`src/rtl/core/apdp_pkg.sv`:
```
// Shared types and codes for the bit-serial LZ depacker.
`timescale 1ns / 1ps
package apdp_pkg;

  localparam logic [1:0] MODE_BYTE    = 2'd0;
  localparam logic [1:0] MODE_CONT    = 2'd1;
  localparam logic [1:0] MODE_RESTART = 2'd2;

  localparam logic [1:0] ST_NEED_BYTE = 2'd0;
  localparam logic [1:0] ST_NEED_CONT = 2'd1;
  localparam logic [1:0] ST_DONE      = 2'd2;
  localparam logic [1:0] ST_ERROR     = 2'd3;

  typedef enum logic [1:0] {
    KIND_BYTE,
    KIND_CONT,
    KIND_RESTART,
    KIND_NONE
  } kind_e;

  typedef struct packed {
    kind_e      kind;
    logic [7:0] data;
  } item_t;

endpackage

```
`src/rtl/core/apdp_front.sv`:
```
// Front end: accepts items, classifies their mode and queues them.
`timescale 1ns / 1ps
module apdp_front
  import apdp_pkg::*;
(
  input  logic       clk_i,
  input  logic       rst_ni,
  input  logic       in_valid_i,
  output logic       in_ready_o,
  input  logic [1:0] mode_i,
  input  logic [7:0] src_byte_i,
  output logic       item_valid_o,
  output item_t      item_o,
  input  logic       item_pop_i
);

  item_t       buf_q [2];
  logic        wr_q, rd_q;
  logic [1:0]  cnt_q;
  item_t       item_in;
  logic        push, pop;

  always_comb begin
    item_in.data = src_byte_i;
    unique case (mode_i)
      MODE_BYTE:    item_in.kind = KIND_BYTE;
      MODE_CONT:    item_in.kind = KIND_CONT;
      MODE_RESTART: item_in.kind = KIND_RESTART;
      default:      item_in.kind = KIND_NONE;
    endcase
  end

  assign in_ready_o   = (cnt_q != 2'd2);
  assign item_valid_o = (cnt_q != 2'd0);
  assign item_o       = buf_q[rd_q];
  assign push         = in_valid_i && in_ready_o;
  assign pop          = item_pop_i && item_valid_o;

  always_ff @(posedge clk_i) begin
    if (push) begin
      buf_q[wr_q] <= item_in;
    end
  end

  always_ff @(posedge clk_i or negedge rst_ni) begin
    if (!rst_ni) begin
      wr_q  <= 1'b0;
      rd_q  <= 1'b0;
      cnt_q <= 2'd0;
    end else begin
      if (push) wr_q <= ~wr_q;
      if (pop) rd_q <= ~rd_q;
      cnt_q <= cnt_q + {1'b0, push} - {1'b0, pop};
    end
  end

endmodule

```
`config.mk`:
```
export PLATFORM = sky130hd
export DESIGN_NAME = apdp_front
export DESIGN_NICKNAME = d
export VERILOG_FILES = /design/src/rtl/core/apdp_pkg.sv /design/src/rtl/core/apdp_front.sv
export SDC_FILE = /design/constraint.sdc
export NUM_CORES = 1
export LEC_CHECK = 0
export BUFFER_PORTS_ARGS = -buffer_cell sky130_fd_sc_hd__buf_4
export CAP_MARGIN = 20
export CORE_UTILIZATION = 43
export CTS_CLUSTER_SIZE = 25
export DETAILED_ROUTE_END_ITERATION = 16
export HOLD_SLACK_MARGIN = 0.12
export PLACE_DENSITY = 0.68
export SYNTH_ARGS = -nofsm -noshare
export SYNTH_HDL_FRONTEND = slang
export SYNTH_SLANG_ARGS = --single-unit
```
`constraint.sdc`:
```
create_clock -name clk_i -period 4.4 [get_ports clk_i]
set_input_delay 0.22 -clock clk_i [delete_from_list [all_inputs] [get_ports clk_i]]
set_output_delay 0.22 -clock clk_i [all_outputs]
set_load 0.05 [all_outputs]
```
==> PnR_summary.wiki, run 1 <==
{| class="wikitable"
! Metric !! Value
|-
| Number of global-route vias before repair || 495
|-
| Post-Synthesis Mean Instance Area || 18.5 sq um
|-
| Floorplan die area || 2340 sq um
|-
| Area of the mapped netlist || 925 sq um
|-
| Total CTS buffers || 3
|-
| Starting utilization of the core area || 0.467
|-
| Initial detailed-routing violation count || 7
|-
| Fin nets || 104
|-
| Placed Instances || 99
|-
| Hold buffer count at CTS || 11
|-
| First-pass detailed-route iteration total || 2
|-
| Area delta synth->final || 40.2%
|-
| Relative max-transition margin || 0.391
|-
| Type of the worst min-delay path || in2reg
|-
| Post-route worst hold slack || 205 ps
|-
| Cell types with the highest counts after synthesis || 20 x sky130_fd_sc_hd__edfxtp_1, 9 x sky130_fd_sc_hd__mux2_1, 4 x sky130_fd_sc_hd__dfrtp_1
|-
| Final worst path period share || 0.404
|-
| Combined global-route utilization of all metal layers || 0.131
|-
| Delay of the slowest critical-path stage || 680 ps
|-
| Highest-delay cell along the critical path || sky130_fd_sc_hd__dfrtp_1
|-
| Max-slew violation count || 0
|-
| Routed wire length per instance || 12.2 um
|-
| Top-count cell post-synth || sky130_fd_sc_hd__edfxtp_1
|-
| Maximum clock frequency || 0.562 GHz
|-
| Post-synthesis net count || 66
|-
| Worst-path cell chain || mux2_1 -> buf_4
|-
| Root Buffer Master || sky130_fd_sc_hd__clkbuf_4
|-
| Max H-tree Level || 1
|-
| Routed vias || 520
|-
| Result of the run || finished, final reports clean
|-
| Share of synthesized flip-flops with an asynchronous set or reset || 0.167
|-
| Antenna violations before repair || 0
|-
| Insertion delay to the later sink of the worst-skew pair || 300 ps
|-
| Clk_skew || 1.82 ps
|-
| Drt drc || 0
|-
| Leakage || 0.517 nW
|-
| Area share of the leading cell type in the synthesized netlist || 0.650
|-
| Number of enable flip-flop cells after synthesis || 20
|-
| Critical path start-end classification || reg2out
|-
| Power per cell area || 711 nW/um^2
|-
| Startpoint types || flip-flop
|-
| GP Congestion || 0.645
|-
| Final count of negative-setup-slack endpoints || 0
|-
| Antenna Nets Post-Route || 0
|-
| Slew of the pin with the lowest slew margin || 910 ps
|-
| Fraction of final layout cells with drive strength greater than 1 || 0.356
|-
| Number of ports placed on the die boundary || 26
|-
| Peak supply drop || 0.000508 V
|-
| Non-filler cells in the finished layout || 114
|-
| Post-synthesis sequential area ratio || 0.758
|-
| CP Capture Type || primary output
|-
| Clock slew at reported path FFs || 120 ps
|-
| Ant diodes || 0
|-
| Hold Fails Final Rpt || 0
|-
| Setup repair after global routing missed its margin || no
|-
| Final worst slack || 2620 ps
|-
| Shortest period the worst path allows || 1780 ps
|-
| Worst endpoint required time || 4180 ps
|-
| Number of standard-cell rows in the floorplan || 16
|-
| Global route overflow || 0
|-
| Count of instances resized after the clock tree is built || 0
|-
| Yosys Warn Count || 0
|-
| Sum Neg Setup Slack || 0 ps
|-
| Pin count of the biggest net entering global routing || 15
|-
| Die H || 48.4 um
|-
| Placeable core area || 1980 sq um
|-
| Crit Path Max Fanout || 11
|-
| Via density per instance || 4.56
|-
| TritonCTS clock tree || done
|-
| Wire length of the first global-routing pass || 2.17 mm
|-
| Detailed Place HPWL || 896 um
|-
| Signal arrival time at the worst endpoint || 1560 ps
|-
| Drt total wl || 1.39 mm
|-
| Worst setup timing slack at the placement stage || 2660 ps
|-
| Yosys reg bits || 24
|-
| Count of buffers from port buffering || 25
|-
| Largest cells by area after synthesis || sky130_fd_sc_hd__edfxtp_1 65%, sky130_fd_sc_hd__mux2_1 11%, sky130_fd_sc_hd__dfrtp_1 11%
|-
| Clock tree buffer depth || 2
|-
| Max-capacitance violation count || 0
|-
| Most area-hungry cell type in the Yosys netlist || sky130_fd_sc_hd__edfxtp_1
|-
| Setup Fix Bufs, Post-CTS || 0
|-
| Distinct cells, synth || 16
|-
| Die extent in x || 48.4 um
|-
| Count of mapped cells out of synthesis || 50
|-
| Post-Route Utilization || 0.654
|-
| Main synth FF type || sky130_fd_sc_hd__edfxtp_1
|-
| CTS Sinks || 24
|}
## kinds of logic after synthesis
family        after synthesis  share of synthesized area
buf+inv                     4                     0.0176
fa+ha+maj                   2                     0.0271
mux                        10                      0.122
xor+xnor                    4                     0.0379
simple gates                6                     0.0379
flops                      24                      0.758
## per-stage QoR
stage               total power [mW]  instance area [sq um]
finish                         0.922                   1300
global route                   0.962                   1300
CTS                            0.931                   1300
detailed placement             0.770                   1130
global placement               0.767                   1130
floorplan                      0.656                    925
## report_power, final
| group | internal, mW | switching, mW |
|---|---|---|
| registers | 0.317 | 0.0393 |
| logic | 0.147 | 0.266 |
| clock network | 0.0920 | 0.0614 |
## registers in the layout, indices dropped and copies added (netlist names)
name   cells
buf_q     20
cnt_q      2
rd_q       1
wr_q       1
## placed cells by master, fill, tap and decap left out, drive strengths merged
cell type    count
and2             1
and3             1
buf             25
bufinv           1
clkbuf           3
dfrtp            4
dlygate4sd3     11
edfxtp          20
ha               2
inv              1
mux2            10
nand2            1
nand2b           1
nor2             1
or2              1
xnor2            3
xor2             1
## area by class of cell
| type | count | area [sq um] |
|---|---|---|
| Clock buffer | 3 | 22.5 |
| Inverter | 1 | 3.75 |
| Fill cell | 155 | 686 |
| Sequential cell | 24 | 701 |
| Timing Repair Buffer | 36 | 298 |
| Tap cell | 27 | 33.8 |
| Multi-Input combinational cell | 22 | 208 |
| Clock inverter | 1 | 30.0 |
## path summary, 6_finish.rpt
kind                       depth (start not counted)  slack, ps               start                    end
setup / recovery                                   2       2620    rd_q$_DFFE_PN0P_              item_o[2]
setup reg to reg                                   3       2680  cnt_q[1]$_DFF_PN0_  buf_q[0][5]$_DFFE_PP_
max in group asynchronous                          2       4070              rst_ni     cnt_q[1]$_DFF_PN0_
min in group asynchronous                          2        230              rst_ni       rd_q$_DFFE_PN0P_
hold / removal                                     3        210          item_pop_i       rd_q$_DFFE_PN0P_
hold reg to reg                                    1        510    wr_q$_DFFE_PN0N_       wr_q$_DFFE_PN0N_
## worst max-delay path, delay by kind of cell (launching register included)
family   cells  cell delay [ps]
flops        1              680
mux          1              390
buf+inv      1              200
## routing by layer
| metal | GRT usage | part of all wire |
|---|---|---|
| met1 | 0.162 | 0.46 |
| met2 | 0.204 | 0.48 |
| met3 | 0.0220 | 0.038 |
| met4 | 0.103 | 0.015 |
| met5 | 0 | 0 |
Note: power is estimated with default switching activity, not from simulation.
==> run 2, diff against run 1 <==
PLACE_DENSITY = 0.7   (was 0.68)
clock period = 1.6 ns   (was 4.4 ns; I/O delays follow)
==> run 2 against run 1 <==
Against the previous run:
- first-iteration DRC count shrank 29%
- global-route usage grew 1.9 points
- final cell count grew 8.8%
- largest cell class unchanged
==> PnR_summary.wiki, run 2 (synthesized netlist as in run 1, its figures left out) <==
{| class="wikitable"
! Metric !! Value
|-
| Result of the run || finished, final reports clean
|-
| Number of global-route vias before repair || 590 (+19%)
|-
| Total CTS buffers || 3 (unchanged)
|-
| Antenna Nets Post-Route || 0 (unchanged)
|-
| Worst endpoint required time || 1800 ps (-2380 ps)
|-
| Number of standard-cell rows in the floorplan || 16 (unchanged)
|-
| Largest register by flop count || buf_q
|-
| Drt total wl || 1.57 mm (+13%)
|-
| Signal arrival time at the worst endpoint || 1790 ps (+230 ps)
|-
| Area delta synth->final || 50.2%
|-
| Insertion delay to the later sink of the worst-skew pair || 300 ps (about the same)
|-
| Initial detailed-routing violation count || 5 (-2)
|-
| Peak supply drop || 0.00111 V (+120%)
|-
| Count of buffers from port buffering || 25 (unchanged)
|-
| Delay of the slowest critical-path stage || 400 ps (-280 ps)
|-
| CTS Sinks || 24 (unchanged)
|-
| Footprint of the flip-flops and latches || 702 sq um (+0.18%)
|-
| Non-filler cells in the finished layout || 124 (+8.8%)
|-
| Filler cells || 140 (-9.7%)
|-
| Max-slew violation count || 0 (unchanged)
|-
| Wire length of the first global-routing pass || 2.57 mm (+18%)
|-
| GP Congestion || 0.780 (+21%)
|-
| Setup repair after global routing missed its margin || yes
|-
| Highest-delay cell along the critical path || sky130_fd_sc_hd__dfrtp_1
|-
| Most used cells in the layout excluding fill and tap cells || 34 x sky130_fd_sc_hd__buf_4, 20 x sky130_fd_sc_hd__edfxtp_1, 12 x sky130_fd_sc_hd__dlygate4sd3_1
|-
| Antenna violations before repair || 0 (unchanged)
|-
| Area taken by multi-input logic gates || 248 sq um (+19%)
|-
| First-pass detailed-route iteration total || 5 (+3)
|-
| Starting utilization of the core area || 0.467 (unchanged)
|-
| Pin count of the biggest net entering global routing || 14 (-1)
|-
| Routed wire length per instance || 12.6 um (+3.8%)
|-
| Sum Neg Setup Slack || 0 ps (unchanged)
|-
| Global route overflow || 0 (unchanged)
|-
| Clk_skew || 2.28 ps (+0.467 ps)
|-
| Hold Fails Final Rpt || 0 (unchanged)
|-
| Final worst path period share || 0.996
|-
| Relative max-transition margin || 0.813 (+0.422)
|-
| Most common library cell in the layout ignoring fill and taps || sky130_fd_sc_hd__buf_4
|-
| Routed vias || 573 (+10%)
|-
| Maximum clock frequency || 0.627 GHz
|-
| Die extent in x || 48.4 um (unchanged)
|-
| Shortest period the worst path allows || 1590 ps
|-
| Worst-path cell chain || or2_4 -> and2_4 -> ha_4 -> inv_2 -> ha_4 -> xnor2_2 -> xnor2_1
|-
| Final worst slack || 5.61 ps (-2620 ps)
|-
| Combined global-route utilization of all metal layers || 0.150 (+0.0192)
|-
| Worst setup timing slack at the placement stage || -12.3 ps (-2670 ps)
|-
| Crit Path Max Fanout || 2 (-9)
|-
| Slew of the pin with the lowest slew margin || 280 ps (-630 ps)
|-
| Clock slew at reported path FFs || 120 ps (about the same)
|-
| Fin nets || 114 (+9.6%)
|-
| Critical path start-end classification || reg2reg
|-
| Placeable core area || 1980 sq um (unchanged)
|-
| Leakage || 0.558 nW (+7.9%)
|-
| Number of ports placed on the die boundary || 26 (unchanged)
|-
| Max-capacitance violation count || 0 (unchanged)
|-
| Placed Instances || 106 (+7.1%)
|-
| Startpoint types || flip-flop
|-
| Fraction of final layout cells with drive strength greater than 1 || 0.485 (+0.128)
|-
| CP Capture Type || flip-flop
|-
| Power per cell area || 1880 nW/um^2 (+160%)
|-
| Number of flip-flops under the largest register name || 20 (unchanged)
|-
| Final count of negative-setup-slack endpoints || 0 (unchanged)
|-
| Floorplan die area || 2340 sq um (unchanged)
|-
| Die H || 48.4 um (unchanged)
|-
| TritonCTS clock tree || done
|-
| Ant diodes || 0 (unchanged)
|-
| Type of the worst min-delay path || in2reg
|-
| Clock tree buffer depth || 2 (unchanged)
|-
| Largest regs || buf_q x20, cnt_q x2
|-
| Drt drc || 0 (unchanged)
|-
| Root Buffer Master || sky130_fd_sc_hd__clkbuf_4
|-
| Max H-tree Level || 1 (unchanged)
|-
| CP most frequent cell || sky130_fd_sc_hd__ha_4
|-
| Via density per instance || 4.62 (+1.3%)
|}
-- run 2: power breakdown --
part	switching, mW	internal [mW]	total [mW]
Clock	0.162	0.0908	0.252
Sequential	0.105	0.871	0.976
Combinational	0.811	0.575	1.39
Total	1.08	1.54	2.61
-- run 2: area by class of cell --
class	count	area share
clock inverters	1	0.00270
multi-input cells	22	0.178
clock buffers	3	0.0162
well taps	27	0.0243
flip-flops and latches	24	0.505
repair buffers	46	0.270
inverters	1	0.00270
-- run 2: metal layers --
| layer | global-route usage | wire (um) | vias to the layer above |
|---|---|---|---|
| li1 | - | - | 276 |
| met1 | 0.173 | 663 | 279 |
| met2 | 0.268 | 861 | 18 |
| met3 | 0.0283 | 41 | 0 |
| met4 | 0.0735 | 0 | 0 |
| met5 | 0 | 0 | - |
-- run 2: worst paths after layout --
path                                    start  slack [ps]  depth (start not counted)                  to
setup / recovery           cnt_q[1]$_DFF_PN0_           6                          7  cnt_q[1]$_DFF_PN0_
hold / removal                     in_valid_i         180                          4    wr_q$_DFFE_PN0N_
setup reg to reg           cnt_q[1]$_DFF_PN0_           6                          7  cnt_q[1]$_DFF_PN0_
hold reg to reg              wr_q$_DFFE_PN0N_         510                          1    wr_q$_DFFE_PN0N_
max in group asynchronous              rst_ni         720                          3    rd_q$_DFFE_PN0P_
min in group asynchronous              rst_ni         680                          3  cnt_q[0]$_DFF_PN0_
-- run 2: repair_timing --
action	4_1_cts	5_1_grt
pin swaps	5	2
buffers inserted	2	0
resized for setup	5	1
setup endpoints to repair	11	1
endpoints found under the hold margin	24	0
hold buffers	12	0
-- run 2: per-stage QoR --
step | power (mW) | hold WS (ps) | area, sq um | utilization
after floorplan | 1.83 | -216 | 932 | -
after global placement | 2.22 | -121 | 1190 | 0.602
after detailed placement | 2.23 | -119 | 1190 | 0.602
after CTS | 2.61 | 167 | 1390 | 0.699
after global routing | 2.77 | 167 | 1390 | 0.701
final | 2.61 | 181 | 1390 | 0.701
-- run 2: critical path, delay by kind of cell (launching register included) --
kind | cells | cell delay (ps)
adders and majority gates | 2 | 410
and+or+nand+nor | 2 | 400
xor gates and xnor gates | 2 | 250
buffers and inverters | 1 | 40
DFF | 1 | 400
==> run 3, diff against run 2 <==
PLACE_DENSITY = not set   (was 0.7)
PLACE_DENSITY_LB_ADDON = 0.12   (was not set)
==> run 3 against run 2 <==
Against the previous run:
- the run now ends with negative setup slack left
- via count is 0.17% higher
- clock skew shrank 0.50 ps
- maximum frequency fell by 2.4%
- critical path type unchanged
- highest routed layer is now met4
- sequential share of layout area shrank 0.63 points
- critical endpoint unchanged
- worst hold slack better by 13 ps
- largest cell class unchanged
==> PnR_summary.wiki, run 3 (synthesized netlist as in run 1, its figures left out) <==
{| class="wikitable"
! Metric !! Value
|-
| Worst endpoint required time || 1810 ps (about the same)
|-
| Most common library cell in the layout ignoring fill and taps || sky130_fd_sc_hd__buf_4
|-
| Critical path start-end classification || reg2reg
|-
| Max H-tree Level || 1 (unchanged)
|-
| Crit Path Max Fanout || 3 (+1)
|-
| Die H || 48.4 um (unchanged)
|-
| Relative max-transition margin || 0.820 (+0.00661)
|-
| Switching part of the total power || 0.410 (-0.00184)
|-
| Area delta synth->final || 52.1%
|-
| Clock tree buffer depth || 2 (unchanged)
|-
| Placeable core area || 1980 sq um (unchanged)
|-
| Sw power || 1.08 mW (+0.24%)
|-
| GP Congestion || 0.674 (-14%)
|-
| Most used cells in the layout excluding fill and tap cells || 35 x sky130_fd_sc_hd__buf_4, 20 x sky130_fd_sc_hd__edfxtp_1, 13 x sky130_fd_sc_hd__dlygate4sd3_1
|-
| Final count of negative-setup-slack endpoints || 1 (+1)
|-
| Root Buffer Master || sky130_fd_sc_hd__clkbuf_4
|-
| Setup repair after global routing missed its margin || yes
|-
| Result of the run || complete, but fails checks
|-
| Leakage || 0.567 nW (+1.7%)
|-
| Ant diodes || 0 (unchanged)
|-
| Number of flip-flops under the largest register name || 20 (unchanged)
|-
| First-pass detailed-route iteration total || 2 (-3)
|-
| Signal arrival time at the worst endpoint || 1840 ps (+50 ps)
|-
| Slew of the pin with the lowest slew margin || 271 ps (-9.91 ps)
|-
| Number of ports placed on the die boundary || 26 (unchanged)
|-
| Hold Fails Final Rpt || 0 (unchanged)
|-
| Fraction of final layout cells with drive strength greater than 1 || 0.485 (about the same)
|-
| Starting utilization of the core area || 0.467 (unchanged)
|-
| Maximum clock frequency || 0.612 GHz (-2.4%)
|-
| TritonCTS clock tree || done
|-
| Insertion delay to the later sink of the worst-skew pair || 310 ps (about the same)
|-
| Total chip power || 2.63 mW (+0.69%)
|-
| Via density per instance || 4.56 (-1.4%)
|-
| Routed wire length per instance || 11.9 um (-6.0%)
|-
| Max-slew violation count || 0 (unchanged)
|-
| Max-capacitance violation count || 0 (unchanged)
|-
| Routed vias || 574 (+0.17%)
|-
| Internal power component || 1.55 mW (+1.0%)
|-
| Startpoint types || flip-flop
|-
| Portion of total power attributed to combinational logic || 0.532 (+0.002)
|-
| Detailed Place HPWL || 979 um
|-
| Die extent in x || 48.4 um (unchanged)
|-
| Sum Neg Setup Slack || -32.8 ps (-32.8 ps)
|-
| Floorplan die area || 2340 sq um (unchanged)
|-
| Number of global-route vias before repair || 602 (+2.0%)
|-
| Combined global-route utilization of all metal layers || 0.142 (-0.00773)
|-
| Clock share of power || 0.096 (about the same)
|-
| Largest register by flop count || buf_q
|-
| Pin count of the biggest net entering global routing || 14 (unchanged)
|-
| Antenna Nets Post-Route || 0 (unchanged)
|-
| Initial detailed-routing violation count || 4 (-1)
|-
| Number of standard-cell rows in the floorplan || 16 (unchanged)
|-
| Wire length of the first global-routing pass || 2.45 mm (-4.6%)
|-
| Largest regs || buf_q x20, cnt_q x2
|-
| Shortest period the worst path allows || 1630 ps (+38.4 ps)
|-
| Clk_skew || 1.78 ps (-0.503 ps)
|-
| Clock slew at reported path FFs || 110 ps (about the same)
|-
| Share of power burned in registers || 0.372 (about the same)
|-
| Count of buffers from port buffering || 25 (unchanged)
|-
| CP Capture Type || flip-flop
|-
| Global route overflow || 0 (unchanged)
|-
| Peak supply drop || 0.00151 V (+36%)
|-
| Violations in the final reports || negative setup slack
|-
| Drt total wl || 1.50 mm (-4.5%)
|-
| Type of the worst min-delay path || in2reg
|-
| Power per cell area || 1870 nW/um^2 (-0.56%)
|-
| Total CTS buffers || 3 (unchanged)
|-
| Final worst path period share || 1.02 (+0.0240)
|-
| Antenna violations before repair || 0 (unchanged)
|-
| Final worst slack || -32.8 ps (-38.4 ps)
|-
| Fin nets || 116 (+1.8%)
|-
| CTS Sinks || 24 (unchanged)
|-
| Drt drc || 0 (unchanged)
|}
[run 3: cell count changes in the layout (fill, tap and decap cells not counted), sizes merged]
cell	previous run	this run
buf	34	35
dlygate4sd3	12	13
[run 3: path summary, 6_finish.rpt]
path / from / to / slack [ps] / cells past startpoint
min in group asynchronous: rst_ni / cnt_q[1]$_DFF_PN0_ / 660 / 3
max reg2reg: cnt_q[1]$_DFF_PN0_ / cnt_q[1]$_DFF_PN0_ / -30 / 7
max in group asynchronous: rst_ni / rd_q$_DFFE_PN0P_ / 750 / 3
min: item_pop_i / cnt_q[1]$_DFF_PN0_ / 190 / 4
max: cnt_q[1]$_DFF_PN0_ / cnt_q[1]$_DFF_PN0_ / -30 / 7
min reg2reg: wr_q$_DFFE_PN0N_ / wr_q$_DFFE_PN0N_ / 520 / 1
[run 3: per-stage QoR]
step	setup slack [ps]	hold WS [ps]	util	cell area, sq um	cells
after floorplan	-95.3	-216	-	932	50
after global placement	12.0	-121	0.606	1200	107
after detailed placement	-28.6	-119	0.606	1200	107
after CTS	-48.7	121	0.684	1360	123
after global routing	-96.2	195	0.710	1410	126
final	-32.8	193	0.710	1410	126
[run 3: power by group through the flow]
stage | registers (mW) | logic [mW] | clock network, mW
CTS | 0.982 | 1.32 | 0.264
finish | 0.978 | 1.40 | 0.254
global route | 1.00 | 1.48 | 0.289
global placement | 0.985 | 1.25 | 0
floorplan | 0.932 | 0.897 | 0
detailed placement | 0.993 | 1.26 | 0
[run 3: repair_timing]
| action | 4_1_cts | 5_1_grt |
|---|---|---|
| pin swaps | 0 | 6 |
| setup endpoints to repair | 11 | 1 |
| endpoints found under the hold margin | 24 | 1 |
| setup buffers | 0 | 2 |
| resized for setup | 2 | 4 |
| hold buffers | 12 | 1 |
[run 3: cell type report]
cell class	count	area (sq um)
clock buffer	3	22.5
inverter	1	3.75
fill	131	576
timing repair buffer	48	393
sequential	24	702
multi-input combinational	22	248
tap	27	33.8
clock inverter	1	3.75
[run 3: routing by layer]
metal  global-route usage  vias up  routed length, um
met5                    0        -                  0
met3               0.0409        4                 71
met4               0.0735        0                 34
li1                     -      279                  -
met2                0.256       17                754
met1                0.151      274                635
[run 3: critical path, stage by stage (launching register included)]
cell and delay, ps:
sky130_fd_sc_hd__dfrtp_1 410, sky130_fd_sc_hd__or2_4 260, sky130_fd_sc_hd__and2_4 170, sky130_fd_sc_hd__ha_4 260, sky130_fd_sc_hd__inv_2 40, sky130_fd_sc_hd__ha_4 150, sky130_fd_sc_hd__xnor2_2 130, sky130_fd_sc_hd__xnor2_1 120
